$ cat src/rtl/core/bsl_pkg.sv
// ----------------------------------------------------------------------------
// bsl_pkg: shared definitions for the box step limits block
// Number format defaults, bound mode and register codes, step kinds, and the
// command and status groups passed between the controller and the datapath.
// ----------------------------------------------------------------------------
package bsl_pkg;

  // Default number format: signed Q16.16.
  localparam int VALUE_WIDTH_DEF   = 32;
  localparam int FRACTION_BITS_DEF = 16;

  // Configuration register indexes.
  localparam int CFG_INDEX_W = 2;
  localparam logic [CFG_INDEX_W-1:0] CFG_BOUND_MODE   = 2'd0;
  localparam logic [CFG_INDEX_W-1:0] CFG_SCALAR_LOWER = 2'd1;
  localparam logic [CFG_INDEX_W-1:0] CFG_SCALAR_UPPER = 2'd2;
  localparam logic [CFG_INDEX_W-1:0] CFG_ORIENTATION  = 2'd3;

  // Bound mode codes; undefined codes behave as no bounds.
  localparam int MODE_W = 4;
  localparam logic [MODE_W-1:0] MODE_NONE         = 4'd0;
  localparam logic [MODE_W-1:0] MODE_SCALAR_LO    = 4'd1;
  localparam logic [MODE_W-1:0] MODE_VECTOR_LO    = 4'd2;
  localparam logic [MODE_W-1:0] MODE_SCALAR_HI    = 4'd3;
  localparam logic [MODE_W-1:0] MODE_SCALAR_BOTH  = 4'd4;
  localparam logic [MODE_W-1:0] MODE_VLO_SHI      = 4'd5;
  localparam logic [MODE_W-1:0] MODE_VECTOR_HI    = 4'd6;
  localparam logic [MODE_W-1:0] MODE_SLO_VHI      = 4'd7;
  localparam logic [MODE_W-1:0] MODE_VECTOR_BOTH  = 4'd8;

  // What one element does to the running limits.
  typedef enum logic [1:0] {
    KIND_NONE = 2'd0,
    KIND_INF  = 2'd1,
    KIND_DIV  = 2'd2
  } step_kind_t;

  // Controller to datapath.
  typedef struct packed {
    logic in_ready;
    logic setup;
    logic iterate;
    logic update;
  } dp_cmd_t;

  // Datapath to controller.
  typedef struct packed {
    logic in_fire;
    logic div_needed;
    logic div_done;
    logic out_blocked;
  } dp_status_t;

endpackage

$ cat src/rtl/core/bsl_if.sv
// ----------------------------------------------------------------------------
// bsl_if: channel interfaces of the box step limits block
// Element input channel, result channel and configuration write channel.
// ----------------------------------------------------------------------------
interface bsl_in_if #(
  parameter int VALUE_WIDTH = bsl_pkg::VALUE_WIDTH_DEF
);
  logic                          valid;
  logic                          ready;
  logic signed [VALUE_WIDTH-1:0] x_value;
  logic signed [VALUE_WIDTH-1:0] direction_value;
  logic signed [VALUE_WIDTH-1:0] lower_value;
  logic signed [VALUE_WIDTH-1:0] upper_value;
  logic                          last_element;

  modport source (
    output valid, x_value, direction_value, lower_value, upper_value, last_element,
    input  ready
  );
  modport sink (
    input  valid, x_value, direction_value, lower_value, upper_value, last_element,
    output ready
  );
endinterface

interface bsl_out_if #(
  parameter int VALUE_WIDTH = bsl_pkg::VALUE_WIDTH_DEF
);
  logic                          valid;
  logic                          ready;
  logic signed [VALUE_WIDTH-1:0] min_step;
  logic signed [VALUE_WIDTH-1:0] min_positive_step;
  logic signed [VALUE_WIDTH-1:0] max_step;

  modport source (
    output valid, min_step, min_positive_step, max_step,
    input  ready
  );
  modport sink (
    input  valid, min_step, min_positive_step, max_step,
    output ready
  );
endinterface

interface bsl_cfg_if #(
  parameter int VALUE_WIDTH = bsl_pkg::VALUE_WIDTH_DEF
);
  logic                               valid;
  logic                               ready;
  logic [bsl_pkg::CFG_INDEX_W-1:0]    index;
  logic [VALUE_WIDTH-1:0]             data;

  modport source (
    output valid, index, data,
    input  ready
  );
  modport sink (
    input  valid, index, data,
    output ready
  );
endinterface

$ cat src/rtl/core/box_step_limits.sv
// ----------------------------------------------------------------------------
// box_step_limits: step limits for a line search inside a box
// Takes one vector element per beat and returns the least step, the least
// positive step and the greatest step on the vector's last element.
//
//   Channel  Dir   Beat contents
//   in_bus   in    x_value, direction_value, lower_value, upper_value,
//                  last_element
//   out_bus  out   min_step, min_positive_step, max_step
//   cfg_bus  in    index (bound_mode, scalar_lower, scalar_upper,
//                  orientation), data
//
// An element that needs a division passes through the accept, set-up, divide
// and update states, the divide state running VALUE_WIDTH - 1 iterations of
// the radix-2 restoring divider. An element that needs no division or whose
// quotient saturates goes from set-up straight to update.
// Reset clears the configuration registers and the running limits.
// A result waiting in the output register does not stop new elements; only
// the update of a last element waits until that register is free.
// ----------------------------------------------------------------------------
module box_step_limits #(
  parameter int VALUE_WIDTH   = bsl_pkg::VALUE_WIDTH_DEF,
  parameter int FRACTION_BITS = bsl_pkg::FRACTION_BITS_DEF
) (
  input  logic      clk,
  input  logic      rst_n,
  bsl_in_if.sink    in_bus,
  bsl_out_if.source out_bus,
  bsl_cfg_if.sink   cfg_bus
);

  bsl_pkg::dp_cmd_t    cmd;
  bsl_pkg::dp_status_t status;

  // Sequencing.
  bsl_ctrl u_ctrl (
    .clk    (clk),
    .rst_n  (rst_n),
    .status (status),
    .cmd    (cmd)
  );

  // Arithmetic and storage.
  bsl_datapath #(
    .VALUE_WIDTH   (VALUE_WIDTH),
    .FRACTION_BITS (FRACTION_BITS)
  ) u_datapath (
    .clk     (clk),
    .rst_n   (rst_n),
    .in_bus  (in_bus),
    .out_bus (out_bus),
    .cfg_bus (cfg_bus),
    .cmd     (cmd),
    .status  (status)
  );

endmodule

$ cat src/rtl/core/bsl_ctrl.sv
// ----------------------------------------------------------------------------
// bsl_ctrl: sequencing controller of the box step limits block
// Steps each element through accept, divider set-up, division when needed, and update.
// ----------------------------------------------------------------------------
module bsl_ctrl (
  input  logic                clk,
  input  logic                rst_n,
  input  bsl_pkg::dp_status_t status,
  output bsl_pkg::dp_cmd_t    cmd
);

  typedef enum logic [3:0] {
    ST_IDLE   = 4'b0001,
    ST_SETUP  = 4'b0010,
    ST_DIV    = 4'b0100,
    ST_UPDATE = 4'b1000
  } state_t;

  state_t state_r;
  state_t state_nxt;

  // Next state.
  always_comb begin
    state_nxt = state_r;
    case (state_r)
      ST_IDLE: begin
        if (status.in_fire) state_nxt = ST_SETUP;
      end
      ST_SETUP: begin
        state_nxt = status.div_needed ? ST_DIV : ST_UPDATE;
      end
      ST_DIV: begin
        if (status.div_done) state_nxt = ST_UPDATE;
      end
      ST_UPDATE: begin
        if (!status.out_blocked) state_nxt = ST_IDLE;
      end
      default: begin
        state_nxt = ST_IDLE;
      end
    endcase
  end

  // State register.
  always_ff @(posedge clk) begin
    if (!rst_n) begin
      state_r <= ST_IDLE;
    end else begin
      state_r <= state_nxt;
    end
  end

  // Commands to the datapath.
  always_comb begin
    cmd.in_ready = (state_r == ST_IDLE);
    cmd.setup    = (state_r == ST_SETUP);
    cmd.iterate  = (state_r == ST_DIV);
    cmd.update   = (state_r == ST_UPDATE) && !status.out_blocked;
  end

endmodule

$ cat src/rtl/core/bsl_datapath.sv
// ----------------------------------------------------------------------------
// bsl_datapath: arithmetic and storage of the box step limits block
// Configuration registers, bound selection, radix-2 restoring divider,
// running limits and the result register.
// ----------------------------------------------------------------------------
module bsl_datapath #(
  parameter int VALUE_WIDTH   = bsl_pkg::VALUE_WIDTH_DEF,
  parameter int FRACTION_BITS = bsl_pkg::FRACTION_BITS_DEF
) (
  input  logic                clk,
  input  logic                rst_n,
  bsl_in_if.sink              in_bus,
  bsl_out_if.source           out_bus,
  bsl_cfg_if.sink             cfg_bus,
  input  bsl_pkg::dp_cmd_t    cmd,
  output bsl_pkg::dp_status_t status
);

  localparam int VW    = VALUE_WIDTH;
  localparam int FB    = FRACTION_BITS;
  localparam int ZW    = VW + FB;
  localparam int CNT_W = $clog2(VW - 1);
  localparam logic [CNT_W-1:0]    DIV_LAST_CNT = CNT_W'(VW - 2);
  localparam logic signed [VW-1:0] INF_CODE    = {1'b0, {(VW-1){1'b1}}};
  localparam logic signed [VW-1:0] MIN_CODE    = {1'b1, {(VW-1){1'b0}}};

  // Configuration registers.
  logic [bsl_pkg::MODE_W-1:0] mode_r;
  logic signed [VW-1:0]       slo_r;
  logic signed [VW-1:0]       shi_r;
  logic                       orient_r;

  // Element registers.
  logic [VW-1:0]       nmag_r;
  logic                nneg_r;
  logic [VW-1:0]       pmag_r;
  logic                pneg_r;
  bsl_pkg::step_kind_t kind_r;
  logic                last_r;

  // Divider registers.
  logic [VW-1:0]    rem_r;
  logic [VW-2:0]    zlo_r;
  logic [VW-2:0]    quo_r;
  logic [CNT_W-1:0] cnt_r;
  logic             sat_r;

  // Running limits and result register.
  logic signed [VW-1:0] run_min_r, run_min_nxt;
  logic signed [VW-1:0] run_minpos_r, run_minpos_nxt;
  logic signed [VW-1:0] run_max_r, run_max_nxt;
  logic signed [VW-1:0] out_min_r, out_minpos_r, out_max_r;
  logic                 out_valid_r, out_valid_nxt;

  logic in_fire;
  logic out_load;

  assign cfg_bus.ready = 1'b1;
  assign in_bus.ready  = cmd.in_ready;
  assign in_fire       = in_bus.valid && cmd.in_ready;
  assign out_load      = cmd.update && last_r;

  // Configuration writes.
  always_ff @(posedge clk) begin
    if (!rst_n) begin
      mode_r   <= bsl_pkg::MODE_NONE;
      slo_r    <= '0;
      shi_r    <= '0;
      orient_r <= 1'b0;
    end else if (cfg_bus.valid) begin
      case (cfg_bus.index)
        bsl_pkg::CFG_BOUND_MODE:   mode_r   <= cfg_bus.data[bsl_pkg::MODE_W-1:0];
        bsl_pkg::CFG_SCALAR_LOWER: slo_r    <= cfg_bus.data;
        bsl_pkg::CFG_SCALAR_UPPER: shi_r    <= cfg_bus.data;
        bsl_pkg::CFG_ORIENTATION:  orient_r <= cfg_bus.data[0];
        default: begin
        end
      endcase
    end
  end

  // Bound selection and classification of the incoming element.
  logic                 has_lo, has_hi;
  logic signed [VW-1:0] lo_sel, hi_sel, bnd;
  logic                 p_neg, p_zero, toward_hi;
  logic [VW:0]          diff, diff_abs;
  logic [VW-1:0]        p_abs;
  bsl_pkg::step_kind_t  kind_nxt;

  always_comb begin
    has_lo = 1'b0;
    has_hi = 1'b0;
    lo_sel = slo_r;
    hi_sel = shi_r;
    case (mode_r)
      bsl_pkg::MODE_SCALAR_LO: begin
        has_lo = 1'b1;
      end
      bsl_pkg::MODE_VECTOR_LO: begin
        has_lo = 1'b1;
        lo_sel = in_bus.lower_value;
      end
      bsl_pkg::MODE_SCALAR_HI: begin
        has_hi = 1'b1;
      end
      bsl_pkg::MODE_SCALAR_BOTH: begin
        has_lo = 1'b1;
        has_hi = 1'b1;
      end
      bsl_pkg::MODE_VLO_SHI: begin
        has_lo = 1'b1;
        has_hi = 1'b1;
        lo_sel = in_bus.lower_value;
      end
      bsl_pkg::MODE_VECTOR_HI: begin
        has_hi = 1'b1;
        hi_sel = in_bus.upper_value;
      end
      bsl_pkg::MODE_SLO_VHI: begin
        has_lo = 1'b1;
        has_hi = 1'b1;
        hi_sel = in_bus.upper_value;
      end
      bsl_pkg::MODE_VECTOR_BOTH: begin
        has_lo = 1'b1;
        has_hi = 1'b1;
        lo_sel = in_bus.lower_value;
        hi_sel = in_bus.upper_value;
      end
      default: begin
      end
    endcase

    p_neg     = in_bus.direction_value[VW-1];
    p_zero    = (in_bus.direction_value == '0);
    toward_hi = orient_r ? p_neg : !p_neg;
    bnd       = toward_hi ? hi_sel : lo_sel;

    // Exact distance to the bound, one bit wider than the operands.
    if (orient_r) begin
      diff = {in_bus.x_value[VW-1], in_bus.x_value} - {bnd[VW-1], bnd};
    end else begin
      diff = {bnd[VW-1], bnd} - {in_bus.x_value[VW-1], in_bus.x_value};
    end
    diff_abs = diff[VW] ? (~diff + 1'b1) : diff;
    p_abs    = p_neg ? (~in_bus.direction_value + 1'b1) : in_bus.direction_value;

    if (!has_lo && !has_hi) begin
      kind_nxt = bsl_pkg::KIND_INF;
    end else if (p_zero) begin
      kind_nxt = bsl_pkg::KIND_NONE;
    end else if ((toward_hi && has_hi) || (!toward_hi && has_lo)) begin
      kind_nxt = bsl_pkg::KIND_DIV;
    end else begin
      kind_nxt = bsl_pkg::KIND_INF;
    end
  end

  // Capture the element on its accepted beat.
  always_ff @(posedge clk) begin
    if (in_fire) begin
      nmag_r <= diff_abs[VW-1:0];
      nneg_r <= diff[VW];
      pmag_r <= p_abs;
      pneg_r <= p_neg;
      kind_r <= kind_nxt;
      last_r <= in_bus.last_element;
    end
  end

  // Divider set-up: the scaled dividend's upper part decides saturation.
  logic [ZW-1:0] z_full, z_hi;
  logic          sat;
  assign z_full = {nmag_r, {FB{1'b0}}};
  assign z_hi   = z_full >> (VW - 1);
  assign sat    = (z_hi >= {{FB{1'b0}}, pmag_r});

  // One restoring division step.
  logic [VW:0] trial, trial_sub;
  logic        trial_ge;
  assign trial     = {rem_r, zlo_r[VW-2]};
  assign trial_sub = trial - {1'b0, pmag_r};
  assign trial_ge  = (trial >= {1'b0, pmag_r});

  always_ff @(posedge clk) begin
    if (cmd.setup) begin
      rem_r <= z_hi[VW-1:0];
      zlo_r <= z_full[VW-2:0];
      quo_r <= '0;
      cnt_r <= DIV_LAST_CNT;
      sat_r <= sat;
    end else if (cmd.iterate) begin
      rem_r <= trial_ge ? trial_sub[VW-1:0] : trial[VW-1:0];
      zlo_r <= zlo_r << 1;
      quo_r <= {quo_r[VW-3:0], trial_ge};
      cnt_r <= cnt_r - 1'b1;
    end
  end

  // Signed, saturated step from the quotient.
  logic                 step_neg;
  logic signed [VW-1:0] quo_ext, step;
  assign step_neg = nneg_r ^ pneg_r;
  assign quo_ext  = {1'b0, quo_r};
  assign step     = sat_r ? (step_neg ? MIN_CODE : INF_CODE)
                          : (step_neg ? -quo_ext : quo_ext);

  // Running limits and the result register.
  always_comb begin
    run_min_nxt    = run_min_r;
    run_minpos_nxt = run_minpos_r;
    run_max_nxt    = run_max_r;
    out_valid_nxt  = out_valid_r && !out_bus.ready;
    if (cmd.update) begin
      if (kind_r == bsl_pkg::KIND_DIV) begin
        if (step < run_min_r) run_min_nxt = step;
        if ((step > 0) && (step < run_minpos_r)) run_minpos_nxt = step;
        if (step > run_max_r) run_max_nxt = step;
      end else if (kind_r == bsl_pkg::KIND_INF) begin
        run_max_nxt = INF_CODE;
      end
    end
    if (out_load) out_valid_nxt = 1'b1;
  end

  always_ff @(posedge clk) begin
    if (!rst_n) begin
      run_min_r    <= INF_CODE;
      run_minpos_r <= INF_CODE;
      run_max_r    <= '0;
      out_valid_r  <= 1'b0;
    end else begin
      out_valid_r <= out_valid_nxt;
      if (out_load) begin
        run_min_r    <= INF_CODE;
        run_minpos_r <= INF_CODE;
        run_max_r    <= '0;
      end else begin
        run_min_r    <= run_min_nxt;
        run_minpos_r <= run_minpos_nxt;
        run_max_r    <= run_max_nxt;
      end
    end
  end

  always_ff @(posedge clk) begin
    if (out_load) begin
      out_min_r    <= run_min_nxt;
      out_minpos_r <= run_minpos_nxt;
      out_max_r    <= run_max_nxt;
    end
  end

  assign out_bus.valid             = out_valid_r;
  assign out_bus.min_step          = out_min_r;
  assign out_bus.min_positive_step = out_minpos_r;
  assign out_bus.max_step          = out_max_r;

  // Status to the controller.
  always_comb begin
    status.in_fire     = in_fire;
    status.div_needed  = (kind_r == bsl_pkg::KIND_DIV) && !sat;
    status.div_done    = (cnt_r == '0);
    status.out_blocked = last_r && out_valid_r && !out_bus.ready;
  end

  // The partial remainder stays below the divisor throughout the division.
  a_rem_bounded: assert property (@(posedge clk) disable iff (!rst_n)
    cmd.iterate |-> (rem_r < pmag_r))
    else $error("partial remainder reached the divisor");

  // The least positive step is always strictly positive.
  a_minpos_positive: assert property (@(posedge clk) disable iff (!rst_n)
    run_minpos_r > 0)
    else $error("least positive step is not positive");

  // A step that lowers the least positive step also bounds the least step, so the two stay ordered.
  a_min_order: assert property (@(posedge clk) disable iff (!rst_n)
    run_min_r <= run_minpos_r)
    else $error("least step exceeds least positive step");

  // Emitting a result presents it and returns the running state to reset.
  a_result_clears: assert property (@(posedge clk) disable iff (!rst_n)
    out_load |=> (out_valid_r && (run_min_r == INF_CODE) && (run_max_r == '0)))
    else $error("running limits not cleared after a result");

endmodule
$ cat src/flat_wrapper.sv
// flat-port wrapper written by rule: the top's interface ports become plain ports
module box_step_limits_flat 
#(
  parameter int VALUE_WIDTH   = bsl_pkg::VALUE_WIDTH_DEF,
  parameter int FRACTION_BITS = bsl_pkg::FRACTION_BITS_DEF
)
  (clk, rst_n, in_bus_valid, in_bus_x_value, in_bus_direction_value, in_bus_lower_value, in_bus_upper_value, in_bus_last_element, in_bus_ready, out_bus_valid, out_bus_min_step, out_bus_min_positive_step, out_bus_max_step, out_bus_ready, cfg_bus_valid, cfg_bus_index, cfg_bus_data, cfg_bus_ready);
  bsl_in_if #(.VALUE_WIDTH(VALUE_WIDTH)) in_bus_i ();
  bsl_out_if #(.VALUE_WIDTH(VALUE_WIDTH)) out_bus_i ();
  bsl_cfg_if #(.VALUE_WIDTH(VALUE_WIDTH)) cfg_bus_i ();
  input  logic clk;
  input  logic rst_n;
  input wire logic [$bits(in_bus_i.valid)-1:0] in_bus_valid;
  input wire logic [$bits(in_bus_i.x_value)-1:0] in_bus_x_value;
  input wire logic [$bits(in_bus_i.direction_value)-1:0] in_bus_direction_value;
  input wire logic [$bits(in_bus_i.lower_value)-1:0] in_bus_lower_value;
  input wire logic [$bits(in_bus_i.upper_value)-1:0] in_bus_upper_value;
  input wire logic [$bits(in_bus_i.last_element)-1:0] in_bus_last_element;
  output wire logic [$bits(in_bus_i.ready)-1:0] in_bus_ready;
  output wire logic [$bits(out_bus_i.valid)-1:0] out_bus_valid;
  output wire logic [$bits(out_bus_i.min_step)-1:0] out_bus_min_step;
  output wire logic [$bits(out_bus_i.min_positive_step)-1:0] out_bus_min_positive_step;
  output wire logic [$bits(out_bus_i.max_step)-1:0] out_bus_max_step;
  input wire logic [$bits(out_bus_i.ready)-1:0] out_bus_ready;
  input wire logic [$bits(cfg_bus_i.valid)-1:0] cfg_bus_valid;
  input wire logic [$bits(cfg_bus_i.index)-1:0] cfg_bus_index;
  input wire logic [$bits(cfg_bus_i.data)-1:0] cfg_bus_data;
  output wire logic [$bits(cfg_bus_i.ready)-1:0] cfg_bus_ready;
  assign in_bus_i.valid = in_bus_valid;
  assign in_bus_i.x_value = in_bus_x_value;
  assign in_bus_i.direction_value = in_bus_direction_value;
  assign in_bus_i.lower_value = in_bus_lower_value;
  assign in_bus_i.upper_value = in_bus_upper_value;
  assign in_bus_i.last_element = in_bus_last_element;
  assign in_bus_ready = in_bus_i.ready;
  assign out_bus_valid = out_bus_i.valid;
  assign out_bus_min_step = out_bus_i.min_step;
  assign out_bus_min_positive_step = out_bus_i.min_positive_step;
  assign out_bus_max_step = out_bus_i.max_step;
  assign out_bus_i.ready = out_bus_ready;
  assign cfg_bus_i.valid = cfg_bus_valid;
  assign cfg_bus_i.index = cfg_bus_index;
  assign cfg_bus_i.data = cfg_bus_data;
  assign cfg_bus_ready = cfg_bus_i.ready;
  box_step_limits #(.VALUE_WIDTH(VALUE_WIDTH), .FRACTION_BITS(FRACTION_BITS)) u_core (.clk(clk), .rst_n(rst_n), .in_bus(in_bus_i), .out_bus(out_bus_i), .cfg_bus(cfg_bus_i));
endmodule
$ cat config.mk
export PLATFORM = sky130hd
export DESIGN_NAME = box_step_limits_flat
export DESIGN_NICKNAME = d
export VERILOG_FILES = /design/src/rtl/core/bsl_pkg.sv /design/src/rtl/core/bsl_if.sv /design/src/rtl/core/box_step_limits.sv /design/src/rtl/core/bsl_ctrl.sv /design/src/rtl/core/bsl_datapath.sv /design/src/flat_wrapper.sv
export SDC_FILE = /design/constraint.sdc
export NUM_CORES = 1
export LEC_CHECK = 0
export CAP_MARGIN = 20
export CORE_MARGIN = 2
export CORE_UTILIZATION = 45
export DETAILED_ROUTE_END_ITERATION = 10
export DONT_BUFFER_PORTS = 1
export GPL_TIMING_DRIVEN = 1
export PLACE_DENSITY = 0.6
export SETUP_SLACK_MARGIN = 0.1
export SLEW_MARGIN = 20
export SYNTH_ARGS = -nofsm -noshare
export SYNTH_HDL_FRONTEND = slang
export SYNTH_SLANG_ARGS = --single-unit
$ cat constraint.sdc
create_clock -name clk -period 5.78 [get_ports clk]
set_input_delay 0.289 -clock clk [delete_from_list [all_inputs] [get_ports clk]]
set_output_delay 0.289 -clock clk [all_outputs]
set_load 0.005 [all_outputs]
# ---- After elaboration in Yosys (flattened, before gate mapping)
# Index checks and enable logic that the tools add are counted.
dict set report totals {
  register_bits 419
  out_inout_bits 99
  word_cells 132
}
dict set report classes {
  bitwise_logic 4
  n_reduce_logical 34
  add_sub_neg 7
  n_lt_le_gt_ge 6
  n_mux 35
  eq_ne 20
}
# op count
set ops {}
lappend ops {{32-bit two-way mux} 18}
lappend ops {{31-bit two-way mux} 3}
lappend ops {{32-bit by 32-bit subtractor with 33-bit output} 2}
lappend ops {{32-bit by 1-bit adder with 32-bit output, second input constant} 2}
lappend ops {{32-bit < comparator} 2}
lappend ops {{32-bit NOT} 2}
lappend ops {{17-bit two-way mux} 2}
lappend ops {{33-bit by 32-bit >= comparator with 1-bit output} 1}
lappend ops {{33-bit two-way mux} 1}
lappend ops {{17-bit by 32-bit >= comparator with 1-bit output} 1}
lappend ops {{32-bit by 1-bit > comparator with 1-bit output, second input constant} 1}
lappend ops {{32-bit > comparator} 1}
lappend ops {{32-bit zero test} 1}
lappend ops {{31-bit negation with 32-bit output} 1}
lappend ops {{32-bit subtractor} 1}
lappend ops {{4-bit by 3-bit == test with 1-bit output, second input constant} 5}
lappend ops {{4-bit two-way mux} 4}
lappend ops {{4-bit one-hot mux with 4 select lines} 1}
lappend ops {{4-bit by 2-bit == test with 1-bit output, second input constant} 3}
lappend ops {{6-bit OR reduction} 2}
lappend ops {{1-bit logical AND} 11}
lappend ops {{4-bit by 1-bit == test with 1-bit output, second input constant} 2}
lappend ops {{4-bit == test, second input constant} 2}
lappend ops {{2-bit AND reduction} 4}
lappend ops {{other kinds (17)} 33}

# ---- Logic depth before layout (Yosys ltp)
dict set report depth {
  ltp_word 9
  mapped_depth 25
}

# ---- Hierarchy
# A second synthesis with hierarchy kept.
dict set report hier_totals {
  hier_cells 3078
  area_unflattened_um2 27251.1
}
# module area_per_inst_um2 n_inst cells_per_inst
set modules_own_cells {}
lappend modules_own_cells {bsl_datapath 26973.4 1 3052}
lappend modules_own_cells {bsl_ctrl 277.8 1 26}

# ---- Worst setup path before layout
# OpenSTA, ideal clock, no wires.
dict set report synth_path {
  path_type {reg-to-reg}
  from {reg u_core.u_datapath.orient_r}
  to {reg u_core.u_datapath.nmag_r[30] (data pin)}
  setup_slack_ns -0.400
  setup_ns 0.264
  path_stages_with_launch 22
  synth_period_minus_slack_ns 6.180
  t_arrival_ns 5.916
  path_cell_list {dfxtp_1 clkbuf_1 clkbuf_1 clkbuf_1 clkbuf_1 clkbuf_1 xor2_1 clkbuf_1 nor2_1 or2_2 ha_1 clkbuf_1 a21oi_1 o2111a_1 and3_1 or4_1 o211a_1 nor3b_1 or4b_1 nor4_1 a31oi_1 xor2_1}
}
dict set report synth_via {
  elab_chain_len 7
}
# element line
set synth_rtl {}
lappend synth_rtl {{start: declaration} bsl_datapath.sv:31} ;# logic orient_r;
lappend synth_rtl {{start signal: assignment} bsl_datapath.sv:75} ;# bsl_pkg::CFG_ORIENTATION: orient_r <= cfg_bus.data[0];
lappend synth_rtl {{1-bit two-way mux} bsl_datapath.sv:136} ;# toward_hi = orient_r ? p_neg : !p_neg;
lappend synth_rtl {{32-bit two-way mux} bsl_datapath.sv:137} ;# bnd = toward_hi ? hi_sel : lo_sel;
lappend synth_rtl {{32-bit by 32-bit subtractor with 33-bit output, on equally long branches} {bsl_datapath.sv:143, bsl_datapath.sv:141}}
lappend synth_rtl {{33-bit two-way mux (*)} bsl_datapath.sv:140} ;# if (orient_r) begin
lappend synth_rtl {{32-bit NOT} bsl_datapath.sv:145} ;# diff_abs = diff[VW] ? (~diff + 1'b1) : diff;
lappend synth_rtl {{32-bit by 1-bit adder with 32-bit output} bsl_datapath.sv:145}
lappend synth_rtl {{32-bit two-way mux (*)} bsl_datapath.sv:145}
lappend synth_rtl {{net u_core.u_datapath.diff_abs[30]} bsl_datapath.sv:86} ;# logic [VW:0] diff, diff_abs;
lappend synth_rtl {{end signal: assignment} bsl_datapath.sv:162} ;# nmag_r <= diff_abs[VW-1:0];
lappend synth_rtl {{end: declaration} bsl_datapath.sv:34} ;# logic [VW-1:0] nmag_r;
# The timed path passes the listed nets; every way through them passes the cells marked *.
# A chain may end at the register's enable or synchronous reset.

# ---- Final worst setup path
dict set report layout_path {
  from {reg u_core.u_datapath.quo_r[7]}
  to {reg u_core.u_datapath.run_minpos_r[0]}
}
dict set report layout_via {
  elab_chain_len 8
}
# element line
set layout_rtl {}
lappend layout_rtl {{start: declaration} bsl_datapath.sv:44} ;# logic [VW-2:0] quo_r;
lappend layout_rtl {{start signal: assignment} bsl_datapath.sv:195} ;# quo_r <= {quo_r[VW-3:0], trial_ge};
lappend layout_rtl {{31-bit negation with 32-bit output} bsl_datapath.sv:206} ;# : (step_neg ? -quo_ext : quo_ext);
lappend layout_rtl {{32-bit two-way mux (*)} bsl_datapath.sv:206}
lappend layout_rtl {{32-bit two-way mux (*)} bsl_datapath.sv:205} ;# assign step = sat_r ? (step_neg ? MIN_CODE : INF_CODE)
lappend layout_rtl {{32-bit by 1-bit > comparator with 1-bit output / 32-bit < comparator (equally long branches)} bsl_datapath.sv:217} ;# if ((step > 0) && (step < run_minpos_r)) run_minpos_nxt = step;
lappend layout_rtl {{1-bit logical AND (*)} bsl_datapath.sv:217}
lappend layout_rtl {{32-bit two-way mux (*)} bsl_datapath.sv:217}
lappend layout_rtl {{32-bit two-way mux (*)} bsl_datapath.sv:215} ;# if (kind_r == bsl_pkg::KIND_DIV) begin
lappend layout_rtl {{32-bit two-way mux (*)} bsl_datapath.sv:214} ;# if (cmd.update) begin
lappend layout_rtl {{net u_core.u_datapath.run_minpos_nxt[0]} bsl_datapath.sv:50} ;# logic signed [VW-1:0] run_minpos_r, run_minpos_nxt;
lappend layout_rtl {{end signal: assignment} bsl_datapath.sv:240} ;# run_minpos_r <= run_minpos_nxt;
lappend layout_rtl {{end: declaration} bsl_datapath.sv:50}
# Marks and branches as above.

==> out/summary.txt <==
Status = finished clean
All-layer global routing usage = 24.6%
CORE AREA = 0.0592 mm2
Final WS setup = 287 ps
Proportion of layout cells with a drive suffix above 1 = 10.3%
Port buffer count = 0
Max_slew headroom = 29.8%
Worst Skew = 21.4 ps
Max-cap viol count = 0
Root Buffer = clkbuf_16
Sequential share of power = 37.1%
Vias in the first global route = 22,100
H-tree depth = 2
WL/cell = 20.1 um
First-pass GRT wire length = 123,000 um
Worst-Margin Slew = 1050 ps
Max Slew Vio Count = 0
Gate Count Post-Synth = 3,045
Post-synth EDFFs = 198
Pre-CTS setup slack = -449 ps
Post-synthesis register bit count = 419
Final core utilization = 52.1%
ANT nets after route = 0
Crit Path Max Fanout = 9
Initial core utilization = 45.7%
CTS tree = done
CP Launch Type = flip-flop
Worst hold slack = 27.5 ps
Initial DRC count = 1,540
Unique cell type count in the Yosys netlist = 87
I/O pin count = 267
Pwr Density = 291 mW/mm2
WP data arrival = 5960 ps
Minimum clock period = 5490 ps
Sw Share = 31.8%
DRT Pass-1 Iters = 5
Remaining DRCs = 0
Hpwl dp = 58,000 um
Switching pwr = 2.85 mW
Final Cycle Share = 95.0%
Row count = 89
Hold/Removal Path Class = in2reg
DR vias = 22,500
Clk sink count = 419
Critical path capture point type = flip-flop
Synth Net Count = 3,427
Synth Flop Type = dfxtp_1
Worst path required time = 6240 ps
Drt via density = 5.74
Worst skew pair latency = 600 ps
VDD IR max = 0.225 mV
RSZ-0062 raised after global routing = false
Total Routed Length = 78,900 um
Largest net degree at the start of global routing = 76
Fin cells = 3,920
Clock Pin Slew Worst Setup and Hold Paths = 60 ps
Combinational power share = 26.9%
Die W = 249 um
Critical path class = reg2reg
Setup-failing EPs final = 0
DIE AREA = 0.0622 mm2
Synthesis Warnings = 0
Total gr overflow = 0
Post-synthesis cell area = 0.0271 mm2
Antenna violations before repair = 0
Internal power = 6.13 mW
Cells after DPL = 3,743
Nets = 3,487
Maximum operating frequency = 182 MHz
Final Power = 8.98 mW
GP Congestion = 0.970
CTS Buffer Depth = 3
Final Hold Vio Count = 0
Layout area overhead = 13.9%
Clock power frac = 36.0%
Share of the yosys chip area belonging to registers = 38.3%
Mean post-synth cell area = 8.90 um2
Fraction of registers with async set/reset = 0%
Die Ht = 249 um
Leakage = 13.0 nW
Inserted Clock Buffers = 48
## power by group through the flow
stage	sequential, mW	clock, mW	combinational, mW
finish	3.33	3.23	2.42
global route	3.34	3.42	2.67
CTS	3.33	3.31	2.36
detailed placement	3.39	0	2.27
global placement	3.39	0	2.23
floorplan	3.37	0	1.57
## synthesized netlist by cell type, drive strengths merged, types with 68 or more instances
cell,instances,share of area (%)
nand2,320,4.4
nor2,288,4.0
inv,228,3.2
dfxtp,221,16
ha,211,9.7
edfxtp,198,22
a21oi,187,3.5
o21ai,155,2.9
clkbuf,137,1.9
mux2i,86,3.2
nand2b,86,2.0
xnor2,86,2.8
a21boi,71,2.0
mux2,68,3.2
## metal layers
metal	vias to the layer above	GRT usage [%]	part of all wire (%)
met5	-	0	0
met4	0	7.01	2.6
met3	116	3.69	5.0
met2	615	44.8	51
met1	10800	29.9	42
li1	11000	-	-
## metrics by stage
step | cell area (um2) | setup TNS [ps]
floorplan | 27100 | 0
global placement | 28200 | -18940
detailed placement | 28200 | -23040
CTS | 30600 | 0
global route | 30900 | 0
finish | 30900 | 0
## critical path, stage by stage, from the launching register on
cell and delay [ps]:
dfxtp_1 400, or4_4 630, nor3_2 230, nand2_2 160
o41ai_4 290, o21ai_1 180, xnor2_2 280, ha_1 290
a21o_1 160, a21oi_1 150, nor2b_1 80, a311oi_1 390
o2111a_2 360, o211ai_1 270, xnor2_2 230, a2111oi_4 360
buf_4 230, buf_12 150, mux2_2 350, nand2b_1 140
## layout by cell type (no fill, tap or decap), types with 64 or more instances in the layout
cell	synthesis	layout
o21ai_0	153	152
nand2b_1	86	86
buf_4	1	85
a21boi_0	71	71
nand2_1	320	319
nor2_1	288	286
a21o_1	64	64
inv_1	227	225
dlygate4sd3_1	0	72
mux2i_1	86	86
edfxtp_1	198	198
xnor2_1	86	82
ha_1	211	210
dfxtp_1	221	217
a21oi_1	186	185
## repair_timing
action,in CTS,in global routing
gates cloned,0,1
buffers inserted,1,10
hold buffers,73,0
resized for setup,9,25
pin swaps,1,8
endpoints found under the hold margin,111,0
setup endpoints to repair,65,99
## flip-flops by register name, summed over array words and instances, names as in the netlist, 2 cells and up
name and flops:
u_core.u_datapath.out_bus.max_step 32, u_core.u_datapath.shi_r 32, u_core.u_datapath.nmag_r 32, u_core.u_ctrl.state_r 4
u_core.u_datapath.out_bus.min_positive_step 32, u_core.u_datapath.kind_r 2, u_core.u_datapath.mode_r 4, u_core.u_datapath.run_max_r 32
u_core.u_datapath.quo_r 31, u_core.u_datapath.zlo_r 15, u_core.u_datapath.run_minpos_r 32, u_core.u_datapath.cnt_r 5
u_core.u_datapath.pmag_r 32, u_core.u_datapath.run_min_r 32, u_core.u_datapath.out_bus.min_step 32, u_core.u_datapath.slo_r 32
u_core.u_datapath.rem_r 32
## final cells by class
cell class                      instances  area [um2]
Tap cell                              773         967
Timing Repair Buffer                  163        1470
Inverter                              228         857
Fill cell                            5456       28400
Clock buffer                           64        1370
Sequential cell                       419       10400
Antenna cell                            2        5.00
Multi-Input combinational cell       2245       15500
Clock inverter                         26         324
## final timing paths
path                                             startpoint                                 to  slack, ps  cells past startpoint
worst max-delay path             u_core.u_datapath.quo_r[7]  u_core.u_datapath.run_minpos_r[0]        290                     19
worst min-delay path                          cfg_bus_valid         u_core.u_datapath.orient_r         30                      3
worst max register to register   u_core.u_datapath.quo_r[7]  u_core.u_datapath.run_minpos_r[0]        290                     19
worst min register to register  u_core.u_datapath.shi_r[14]        u_core.u_datapath.shi_r[14]        460                      2
## cells by family (layout without fill, tap and decap cells)
| kind of cell | count (synthesis) | in the layout | synth area share [%] |
|---|---|---|---|
| AO/OA/AOI/OAI | 759 | 759 | 18.5 |
| XOR/XNOR | 124 | 124 | 4.01 |
| adder cells (fa/ha/maj) | 214 | 214 | 9.97 |
| buffers and inverters | 381 | 481 | 5.39 |
| flip-flops | 419 | 419 | 38.3 |
| multiplexers | 154 | 154 | 6.39 |
| other | 1 | 3 | 0.0138 |
| AND/OR/NAND/NOR | 993 | 993 | 17.4 |
No activity file was read; power rests on OpenSTA's default activity.
